$ cat config.mk
export PLATFORM = sky130hd
export DESIGN_NAME = gpio_expander_led_strip_regs
export DESIGN_NICKNAME = d
export VERILOG_FILES = /design/src/design/gpx_pkg.sv /design/src/design/gpx_front.sv /design/src/design/gpx_queue.sv /design/src/design/gpx_back.sv /design/src/design/gpio_expander_led_strip_regs.sv
export SDC_FILE = /design/constraint.sdc
export NUM_CORES = 2
export LEC_CHECK = 0
export ABC_AREA = 1
export BUFFER_PORTS_ARGS = -buffer_cell sky130_fd_sc_hd__buf_2
export CORE_AREA = 5 5 469 471
export CTS_BUF_LIST = sky130_fd_sc_hd__clkbuf_8
export DETAILED_ROUTE_END_ITERATION = 16
export DIE_AREA = 0 0 474 476
export PLACE_DENSITY_LB_ADDON = 0.1
export SLEW_MARGIN = 20
export SYNTH_ARGS = -nofsm -noshare
export SYNTH_HDL_FRONTEND = slang
export SYNTH_HIERARCHICAL = 1
export SYNTH_SLANG_ARGS = --single-unit
$ cat constraint.sdc
create_clock -name i_clk -period 8.1 [get_ports i_clk]
set_input_delay 1.215 -clock i_clk [delete_from_list [all_inputs] [get_ports i_clk]]
set_output_delay 1.215 -clock i_clk [all_outputs]
set_load 0.01 [all_outputs]
$ cat src/design/gpx_pkg.sv
// Package for the GPIO expander register map with LED strip output.
// Holds item, result and command types, register addresses and sizes.
// No dependencies; every design file imports it.
package gpx_pkg;

    localparam int REG_COUNT       = 255;
    localparam int STRIP_BYTES_MAX = 60;
    localparam int QUEUE_DEPTH     = 2;

    localparam logic [15:0] VERSION_WORD = 16'd1;

    localparam int ADR_LED        = 2;
    localparam int ADR_SAO_IN     = 3;
    localparam int ADR_SAO_OUT    = 4;
    localparam int ADR_SAO_MODE   = 5;
    localparam int ADR_GPIO_IN    = 6;
    localparam int ADR_GPIO_OUT   = 7;
    localparam int ADR_STRIP_LEN  = 9;
    localparam int ADR_STRIP_DATA = 10;
    localparam int STRIP_MODE_BIT = 2;

    localparam int LOW_FIRST = ADR_LED;
    localparam int LOW_LAST  = ADR_STRIP_DATA - 1;

    localparam int MEM_DEPTH   = REG_COUNT - ADR_STRIP_DATA;
    localparam int MEM_AW      = $clog2(MEM_DEPTH);
    localparam int STRIP_LIMIT = (MEM_DEPTH < STRIP_BYTES_MAX) ? MEM_DEPTH : STRIP_BYTES_MAX;
    localparam int LEN_W       = $clog2(STRIP_LIMIT + 1);
    localparam int QUEUE_AW    = (QUEUE_DEPTH > 1) ? $clog2(QUEUE_DEPTH) : 1;
    localparam int QUEUE_CW    = $clog2(QUEUE_DEPTH + 1);

    typedef enum logic [1:0] {
        ACT_WRITE = 2'd0,
        ACT_READ  = 2'd1,
        ACT_POLL  = 2'd2,
        ACT_NONE  = 2'd3
    } t_action;

    typedef enum logic [2:0] {
        OP_CONST,
        OP_WR_LOW,
        OP_WR_MEM,
        OP_RD_LOW,
        OP_RD_MEM,
        OP_POLL
    } t_op;

    typedef enum logic [2:0] {
        ST_CLEAR,
        ST_IDLE,
        ST_EXEC,
        ST_EMIT,
        ST_SREAD,
        ST_SEMIT
    } t_state;

    typedef struct packed {
        t_action    action;
        logic [7:0] reg_addr;
        logic [7:0] write_data;
        logic [1:0] sao_pins;
        logic [6:0] gpio_pins;
    } t_item;

    typedef struct packed {
        logic [7:0] read_data;
        logic       status_led;
        logic [1:0] sao_levels;
        logic [1:0] sao_directions;
        logic [6:0] gpio_levels;
        logic       strip_enabled;
        logic       strip_valid;
        logic [7:0] strip_byte;
        logic       strip_last;
    } t_result;

    typedef struct packed {
        t_op        op;
        logic [7:0] addr;
        logic [7:0] data;
        logic [1:0] sao;
        logic [6:0] gpio;
    } t_cmd;

    typedef struct packed {
        logic clear_done;
    } t_back_status;

endpackage

$ cat src/design/gpx_front.sv
// Front end: accepts input beats and classifies them into commands.
// Depends on gpx_pkg; feeds gpx_queue.
module gpx_front (
    input  logic           i_valid,
    input  gpx_pkg::t_item i_item,
    input  logic           i_enable,
    input  logic           i_q_full,
    output logic           o_ready,
    output logic           o_push,
    output gpx_pkg::t_cmd  o_cmd
);
    import gpx_pkg::*;

    logic is_low;
    logic is_mem;

    assign o_ready = i_enable && !i_q_full;
    assign o_push  = i_valid && o_ready;

    assign is_low = (i_item.reg_addr >= 8'(LOW_FIRST)) && (i_item.reg_addr <= 8'(LOW_LAST));
    assign is_mem = (i_item.reg_addr >= 8'(ADR_STRIP_DATA)) && (i_item.reg_addr < 8'(REG_COUNT));

    always_comb begin
        o_cmd      = '0;
        o_cmd.op   = OP_CONST;
        o_cmd.addr = i_item.reg_addr;
        o_cmd.sao  = i_item.sao_pins;
        o_cmd.gpio = i_item.gpio_pins;
        case (i_item.action)
            ACT_WRITE: begin
                o_cmd.data = i_item.write_data;
                if (is_low) begin
                    o_cmd.op = OP_WR_LOW;
                end else if (is_mem) begin
                    o_cmd.op = OP_WR_MEM;
                end else begin
                    o_cmd.data = 8'd0;
                end
            end
            ACT_READ: begin
                if (i_item.reg_addr == 8'd0) begin
                    o_cmd.data = VERSION_WORD[7:0];
                end else if (i_item.reg_addr == 8'd1) begin
                    o_cmd.data = VERSION_WORD[15:8];
                end else if (is_low) begin
                    o_cmd.op = OP_RD_LOW;
                end else if (is_mem) begin
                    o_cmd.op = OP_RD_MEM;
                end
            end
            ACT_POLL: begin
                o_cmd.op = OP_POLL;
            end
            default: begin
                o_cmd.op = OP_CONST;
            end
        endcase
    end

endmodule

$ cat src/design/gpx_queue.sv
// Short command queue between the front end and the back end.
// Depends on gpx_pkg for the command type and depth.
module gpx_queue (
    input  logic          i_clk,
    input  logic          i_rst_n,
    input  logic          i_push,
    input  gpx_pkg::t_cmd i_cmd,
    input  logic          i_pop,
    output logic          o_full,
    output logic          o_valid,
    output gpx_pkg::t_cmd o_cmd
);
    import gpx_pkg::*;

    t_cmd                r_entry [QUEUE_DEPTH];
    logic [QUEUE_AW-1:0] r_wr_ptr;
    logic [QUEUE_AW-1:0] r_rd_ptr;
    logic [QUEUE_CW-1:0] r_count;

    assign o_full  = (r_count == QUEUE_CW'(QUEUE_DEPTH));
    assign o_valid = (r_count != '0);
    assign o_cmd   = r_entry[r_rd_ptr];

    always_ff @(posedge i_clk) begin
        if (i_push) begin
            r_entry[r_wr_ptr] <= i_cmd;
        end
    end

    always_ff @(posedge i_clk) begin
        if (!i_rst_n) begin
            r_wr_ptr <= '0;
            r_rd_ptr <= '0;
            r_count  <= '0;
        end else begin
            if (i_push) begin
                r_wr_ptr <= (r_wr_ptr == QUEUE_AW'(QUEUE_DEPTH - 1)) ? '0 : r_wr_ptr + 1'b1;
            end
            if (i_pop) begin
                r_rd_ptr <= (r_rd_ptr == QUEUE_AW'(QUEUE_DEPTH - 1)) ? '0 : r_rd_ptr + 1'b1;
            end
            if (i_push && !i_pop) begin
                r_count <= r_count + 1'b1;
            end else if (!i_push && i_pop) begin
                r_count <= r_count - 1'b1;
            end
        end
    end

endmodule

$ cat src/design/gpx_back.sv
// Back end: executes commands against the register file and streams strip bytes.
// Depends on gpx_pkg; holds the strip data memory and the output register.
module gpx_back (
    input  logic                  i_clk,
    input  logic                  i_rst_n,
    input  logic                  i_q_valid,
    input  gpx_pkg::t_cmd         i_q_cmd,
    output logic                  o_q_pop,
    output gpx_pkg::t_back_status o_status,
    output logic                  o_valid,
    input  logic                  i_ready,
    output gpx_pkg::t_result      o_result
);
    import gpx_pkg::*;

    logic [7:0] r_mem [MEM_DEPTH];
    logic [7:0] r_rdata;
    logic [7:0] r_low [LOW_FIRST:LOW_LAST];

    t_state            r_state, n_state;
    t_cmd              r_cmd, n_cmd;
    logic [MEM_AW-1:0] r_clr, n_clr;
    logic [LEN_W-1:0]  r_cursor, n_cursor;
    logic [LEN_W-1:0]  r_len, n_len;
    t_result           r_out, n_out;
    logic              r_out_valid, n_out_valid;

    logic              mem_we;
    logic [MEM_AW-1:0] mem_wa;
    logic [7:0]        mem_wd;
    logic              mem_re;
    logic [MEM_AW-1:0] mem_ra;
    logic              low_we;
    logic              poll_we;
    logic [7:0]        mem_off;
    logic [LEN_W-1:0]  clamp_len;
    logic              strip_on;
    logic              slot_free;
    t_result           pins;

    assign mem_off   = r_cmd.addr - 8'(ADR_STRIP_DATA);
    assign strip_on  = r_low[ADR_SAO_MODE][STRIP_MODE_BIT];
    assign clamp_len = (r_low[ADR_STRIP_LEN] > 8'(STRIP_LIMIT)) ? LEN_W'(STRIP_LIMIT)
                                                                : LEN_W'(r_low[ADR_STRIP_LEN]);
    assign slot_free = !r_out_valid || i_ready;

    assign o_valid             = r_out_valid;
    assign o_result            = r_out;
    assign o_status.clear_done = (r_state != ST_CLEAR);

    always_comb begin
        pins                = '0;
        pins.status_led     = r_low[ADR_LED][0];
        pins.sao_levels     = r_low[ADR_SAO_OUT][1:0];
        pins.sao_directions = r_low[ADR_SAO_MODE][1:0] | {1'b0, strip_on};
        pins.gpio_levels    = r_low[ADR_GPIO_OUT][6:0];
        pins.strip_enabled  = strip_on;
    end

    always_comb begin
        n_state     = r_state;
        n_cmd       = r_cmd;
        n_clr       = r_clr;
        n_cursor    = r_cursor;
        n_len       = r_len;
        n_out       = r_out;
        n_out_valid = r_out_valid && !i_ready;
        o_q_pop     = 1'b0;
        mem_we      = 1'b0;
        mem_wa      = mem_off[MEM_AW-1:0];
        mem_wd      = r_cmd.data;
        mem_re      = 1'b0;
        mem_ra      = mem_off[MEM_AW-1:0];
        low_we      = 1'b0;
        poll_we     = 1'b0;
        case (r_state)
            ST_CLEAR: begin
                mem_we = 1'b1;
                mem_wa = r_clr;
                mem_wd = 8'd0;
                if (r_clr == MEM_AW'(MEM_DEPTH - 1)) begin
                    n_state = ST_IDLE;
                end else begin
                    n_clr = r_clr + 1'b1;
                end
            end
            ST_IDLE: begin
                if (i_q_valid) begin
                    o_q_pop = 1'b1;
                    n_cmd   = i_q_cmd;
                    n_state = ST_EXEC;
                end
            end
            ST_EXEC: begin
                n_state = ST_EMIT;
                case (r_cmd.op)
                    OP_WR_LOW: low_we = 1'b1;
                    OP_WR_MEM: mem_we = 1'b1;
                    OP_RD_MEM: mem_re = 1'b1;
                    OP_POLL: begin
                        poll_we = 1'b1;
                        if (strip_on && clamp_len != '0) begin
                            n_len    = clamp_len;
                            n_cursor = '0;
                            n_state  = ST_SREAD;
                        end
                    end
                    default: begin
                        n_state = ST_EMIT;
                    end
                endcase
            end
            ST_EMIT: begin
                if (slot_free) begin
                    n_out       = pins;
                    n_out_valid = 1'b1;
                    case (r_cmd.op)
                        OP_RD_MEM: n_out.read_data = r_rdata;
                        OP_RD_LOW: n_out.read_data = r_low[r_cmd.addr[3:0]];
                        OP_CONST:  n_out.read_data = r_cmd.data;
                        default:   n_out.read_data = 8'd0;
                    endcase
                    n_state = ST_IDLE;
                end
            end
            ST_SREAD: begin
                mem_re  = 1'b1;
                mem_ra  = MEM_AW'(r_cursor);
                n_state = ST_SEMIT;
            end
            ST_SEMIT: begin
                if (slot_free) begin
                    n_out             = pins;
                    n_out.strip_valid = 1'b1;
                    n_out.strip_byte  = r_rdata;
                    n_out.strip_last  = (r_cursor == r_len - 1'b1);
                    n_out_valid       = 1'b1;
                    if (r_cursor == r_len - 1'b1) begin
                        n_cursor = '0;
                        n_state  = ST_IDLE;
                    end else begin
                        n_cursor = r_cursor + 1'b1;
                        n_state  = ST_SREAD;
                    end
                end
            end
            default: begin
                n_state = ST_IDLE;
            end
        endcase
    end

    always_ff @(posedge i_clk) begin
        if (mem_we) begin
            r_mem[mem_wa] <= mem_wd;
        end
        if (mem_re) begin
            r_rdata <= r_mem[mem_ra];
        end
    end

    always_ff @(posedge i_clk) begin
        r_cmd <= n_cmd;
        r_len <= n_len;
        r_out <= n_out;
    end

    always_ff @(posedge i_clk) begin
        if (!i_rst_n) begin
            r_state     <= ST_CLEAR;
            r_clr       <= '0;
            r_cursor    <= '0;
            r_out_valid <= 1'b0;
            for (int i = LOW_FIRST; i <= LOW_LAST; i++) begin
                r_low[i] <= 8'd0;
            end
        end else begin
            r_state     <= n_state;
            r_clr       <= n_clr;
            r_cursor    <= n_cursor;
            r_out_valid <= n_out_valid;
            if (low_we) begin
                r_low[r_cmd.addr[3:0]] <= r_cmd.data;
            end
            if (poll_we) begin
                r_low[ADR_SAO_IN]  <= {6'd0, r_cmd.sao};
                r_low[ADR_GPIO_IN] <= {1'b0, r_cmd.gpio};
            end
        end
    end

endmodule

$ cat src/design/gpio_expander_led_strip_regs.sv
// Top level of the GPIO expander register map with LED strip output.
// Depends on gpx_pkg, gpx_front, gpx_queue and gpx_back.
//
// Channel   Direction  Handshake            Payload
// input     in         i_valid / o_ready    i_item   (gpx_pkg::t_item)
// result    out        o_valid / i_ready    o_result (gpx_pkg::t_result)
//
// With the back end idle, a register access or a quiet poll tick goes through the queue and
// the idle, execute and emit states to a registered result beat, and no new item is taken
// by the back end before it is idle again. A strip-mode poll tick gives one result beat per
// strip byte, alternating read and emit states, set by the single read port of the memory.
// After reset a clearing pass zeroes its 245 (REG_COUNT - 10) entries, taking no input beat.
// A stalled result holds the back end, while the front end keeps filling the two-entry queue.
module gpio_expander_led_strip_regs (
    input  logic              i_clk,
    input  logic              i_rst_n,
    input  logic              i_valid,
    output logic              o_ready,
    input  gpx_pkg::t_item    i_item,
    output logic              o_valid,
    input  logic              i_ready,
    output gpx_pkg::t_result  o_result
);
    import gpx_pkg::*;

    t_cmd         front_cmd;
    t_cmd         q_cmd;
    logic         push;
    logic         pop;
    logic         q_full;
    logic         q_valid;
    t_back_status back_status;

    gpx_front u_front (
        .i_valid  (i_valid),
        .i_item   (i_item),
        .i_enable (back_status.clear_done),
        .i_q_full (q_full),
        .o_ready  (o_ready),
        .o_push   (push),
        .o_cmd    (front_cmd)
    );

    gpx_queue u_queue (
        .i_clk   (i_clk),
        .i_rst_n (i_rst_n),
        .i_push  (push),
        .i_cmd   (front_cmd),
        .i_pop   (pop),
        .o_full  (q_full),
        .o_valid (q_valid),
        .o_cmd   (q_cmd)
    );

    gpx_back u_back (
        .i_clk     (i_clk),
        .i_rst_n   (i_rst_n),
        .i_q_valid (q_valid),
        .i_q_cmd   (q_cmd),
        .o_q_pop   (pop),
        .o_status  (back_status),
        .o_valid   (o_valid),
        .i_ready   (i_ready),
        .o_result  (o_result)
    );

`ifndef SYNTHESIS
    a_no_beat_while_clearing: assert property (@(posedge i_clk) disable iff (!i_rst_n)
        !back_status.clear_done |-> !o_ready)
        else $error("input beat offered during memory clearing pass");

    a_queue_no_overflow: assert property (@(posedge i_clk) disable iff (!i_rst_n)
        q_full |-> !push)
        else $error("command queue overflow");

    a_last_is_strip: assert property (@(posedge i_clk) disable iff (!i_rst_n)
        (o_valid && o_result.strip_last) |-> o_result.strip_valid)
        else $error("strip_last on a beat without a strip byte");

    a_strip_no_read_data: assert property (@(posedge i_clk) disable iff (!i_rst_n)
        (o_valid && o_result.strip_valid) |-> (o_result.read_data == 8'd0))
        else $error("strip beat carries read data");
`endif

endmodule
==> flow_summary.yaml <==
outcome:
  status: "finished, final reports clean"
sta:
  finalSetupViolations: 0
  rsz0062_at_grt: "false"
  finalClockSkew_ns: 0.0723
  relSlewSlack_pct: 19.1
  tns_ns: 0
  worst_pin_slew_ns: 1.21
  hold_violations: 0
  fmax_mhz: 182
  timing.final.crit_period_ns: 5.50
  finalCritPeriodShare_pct: 67.9
  slew_violations: 0
drt:
  dr.pass1.iters: 6
  dr.first_iter.drc_count: 6349
  drt-total-wl_um: 280000
  num_vias: 64500
  detail_route.wl_per_cell_um: 23.1
  via_per_inst: 5.30
  antenna_left: 0
  drc: 0
global_route:
  antenna_found_initial: 8
  grt_most_used_layer: "met2"
  gr-total-overflow: 0
  grtUsageMet1_pct: 34.1
  grt_pass1_vias: 62900
  grt_max_degree: 189
  grt_use_met2_pct: 39.8
  grt_pass1_wl_um: 410000
  grt_use_total_pct: 24.5
  use_met3_pct: 4.07
clocking:
  insertion_delay_ns: 1.09
  cts_resized: 0
  path_clk_slew_ns: 0.06
  root_buffer: "clkbuf_8"
  cts-buffers-inserted: 386
  cts-hold-fix-buffers: 0
  htreeDepth: 5
  cts_tree: "built"
  cts.path.max_buffers: 4
  post-cts-setup-buffer-count: 0
  cts.sinks: 2244
worst_setup_path:
  cp.required_ns: 8.78
  critPathSlowestCell: "nor2_1"
  worstPathCellList: "nor2_1 -> inv_2 -> nor2_2 -> inv_2 -> o21ai_0 -> inv_1 -> nor2_1 -> nand2_1 -> nor2_1"
  crit_fanout: 16
  crit_arrival_ns: 6.18
  endpoint_kind: "flip-flop"
  crit_path_frequent_cell: "nor2_1"
  worst_setup_path_start_kind: "flip-flop"
  path_class: "flip-flop to flip-flop"
  slowest_delay_ns: 0.94
power:
  pwr-share-clk_pct: 41.6
  combPwrFrac_pct: 0.6
  ir_worst_vdd_mv: 0.178
  power.share.sequential_pct: 57.8
  p_switching_mw: 4.60
  sw_frac_of_total_pct: 21.1
  power.leakage_nw: 42.5
  internal-power_mw: 17.2
  powerDensity_nw_per_um2: 206
min_path:
  hold_path_class: "input port to flip-flop"
synthesis:
  synth-xor-area-share_pct: 0.127
  synthesis.nets: 9024
  synth_compound_area_share_pct: 2.56
  async_reset_ff_share_pct: 0
  synth_common_cells: "2,623 x nand2_1, 2,217 x edfxtp_1, 1,450 x nand3_1, 1,186 x inv_1, 471 x nor2_1"
  synth_fa_ha_area_share_pct: 0.0779
  synth.avg_cell_area_sq_um: 10.7
  yosysMostFrequentCell: "nand2_1"
  synth-simple-area-share_pct: 20.0
  synth_cell_type_count: 46
  synth_edf_count: 2217
  muxShareOfSynthArea_pct: 0.405
  yosysSeqAreaShare_pct: 69.6
  yosysWarnings: 6
  syn-cell-area_sq_um: 96400
  synth_top_cell_by_area: "edfxtp_1"
  synth.top_cells.by_area: "edfxtp_1 69%, nand2_1 10%, nand3_1 7.5%"
  synth_top_family_by_area: "simple AND/OR/NAND/NOR gates"
  synthCells: 8987
  synth_seq_cells: 2244
  synth_flop_cell: "edfxtp_1"
  yosysTopAreaCellShare_pct: 69.0
finish:
  drive_gt1_share_pct: 7.41
  utilization_pct: 49.0
  area_growth_pct: 9.58
  stdcell_count: 12200
  layout.nets: 9051
  final_area_sq_um: 106000
die:
  initial_core_util_pct: 44.7
  die_height_um: 476
  dieArea_sq_um: 226000
  die_w_um: 474
  io_pins: 64
  rows: 171
  core-area_sq_um: 216000
placement:
  place_inst: 11500
  port_buffers: 63
  gp_congestion: 0.841
  place_area_sq_um: 99000
  dp_hpwl_um: 155000
job:
  max-cap-violations: 0
==> critical path, delay by kind of cell (launching register included) <==
kind,cells,cell delay (ns)
AO/OA/AOI/OAI,1,0.52
flip-flops,1,0.39
AND/OR/NAND/NOR,5,3.62
buffers and inverters,3,0.56
==> flip-flops by register name (all words and copies together) (netlist names), named ones only <==
register          cells
u_back/r_cmd         28
u_back/o_valid        1
u_back/r_low        128
u_back/o_result      31
u_back/r_mem       1960
u_queue/r_count       2
u_back/r_cursor       6
u_back/r_clr          8
u_queue/r_rd_ptr      1
u_back/r_state        3
u_queue/r_wr_ptr      1
u_back/r_len          6
u_back/r_rdata        8
u_queue/r_entry      56
==> logic make-up (layout without fill, tap and decap cells) <==
group,count (synthesis),in the layout
simple gates,4598,4598
flops,2244,2244
buf+inv,1711,2024
compound gates,386,386
mux,28,28
xor+xnor,14,14
fa+ha+maj,6,6
other cells,0,1
==> final timing paths <==
path                            cells past startpoint                    end               start  slack, ns
worst max-delay path                                9    u_back/r_mem[49][0]   u_back/r_state[2]       2.60
worst min-delay path                                1  u_queue/r_entry[0][4]           i_item[4]       0.35
worst max register to register                      9    u_back/r_mem[49][0]   u_back/r_state[2]       2.60
worst min register to register                      0    u_back/o_result[22]  u_back/r_low[2][0]       0.45
==> power groups by stage <==
stage                     sequential, mW  combinational, mW  clock [mW]
after CTS                           12.6              0.124        9.32
after floorplan                     12.8             0.0555           0
after global routing                12.6              0.129        9.88
final                               12.6              0.123        9.07
after detailed placement            12.9              0.124           0
after global placement              12.9              0.123           0
==> through the flow <==
stage                     power (mW)  hold WS [ns]  setup WS (ns)
final                           21.8         0.352           2.60
after global routing            22.6         0.281           2.49
after CTS                       22.1         0.231           2.65
after detailed placement        13.0         0.433           2.67
after global placement          13.0         0.436           2.72
after floorplan                 12.9         0.421          0.293
==> routing by layer <==
metal  vias to the layer above  part of all wire, %
li1                      30100                    -
met1                     31700                   43
met2                      2287                   47
met3                       409                  6.8
met4                         0                  2.5
met5                         -                    0
==> layout by cell type (no fill, tap or decap), types with 25 or more instances in the layout <==
| master | n |
|---|---|
| a21oi_1 | 29 |
| buf_12 | 27 |
| buf_2 | 63 |
| buf_4 | 59 |
| clkbuf_8 | 390 |
| clkinv_1 | 112 |
| clkinv_2 | 40 |
| dfxtp_1 | 25 |
| edfxtp_1 | 2217 |
| inv_1 | 1312 |
| nand2_1 | 2607 |
| nand3_1 | 1450 |
| nor2_1 | 458 |
| o211ai_1 | 171 |
| o21ai_0 | 124 |
==> area by class of cell <==
type | count | area [sq um]
Antenna cell | 1 | 2.50
Tap cell | 2854 | 3570
Fill cell | 20000 | 110000
Timing Repair Buffer | 149 | 1300
Clock inverter | 284 | 1270
Inverter | 1201 | 4520
Sequential cell | 2244 | 67100
Multi-Input combinational cell | 5032 | 22500
Clock buffer | 390 | 5370
Power figures use the tool's default switching activity.
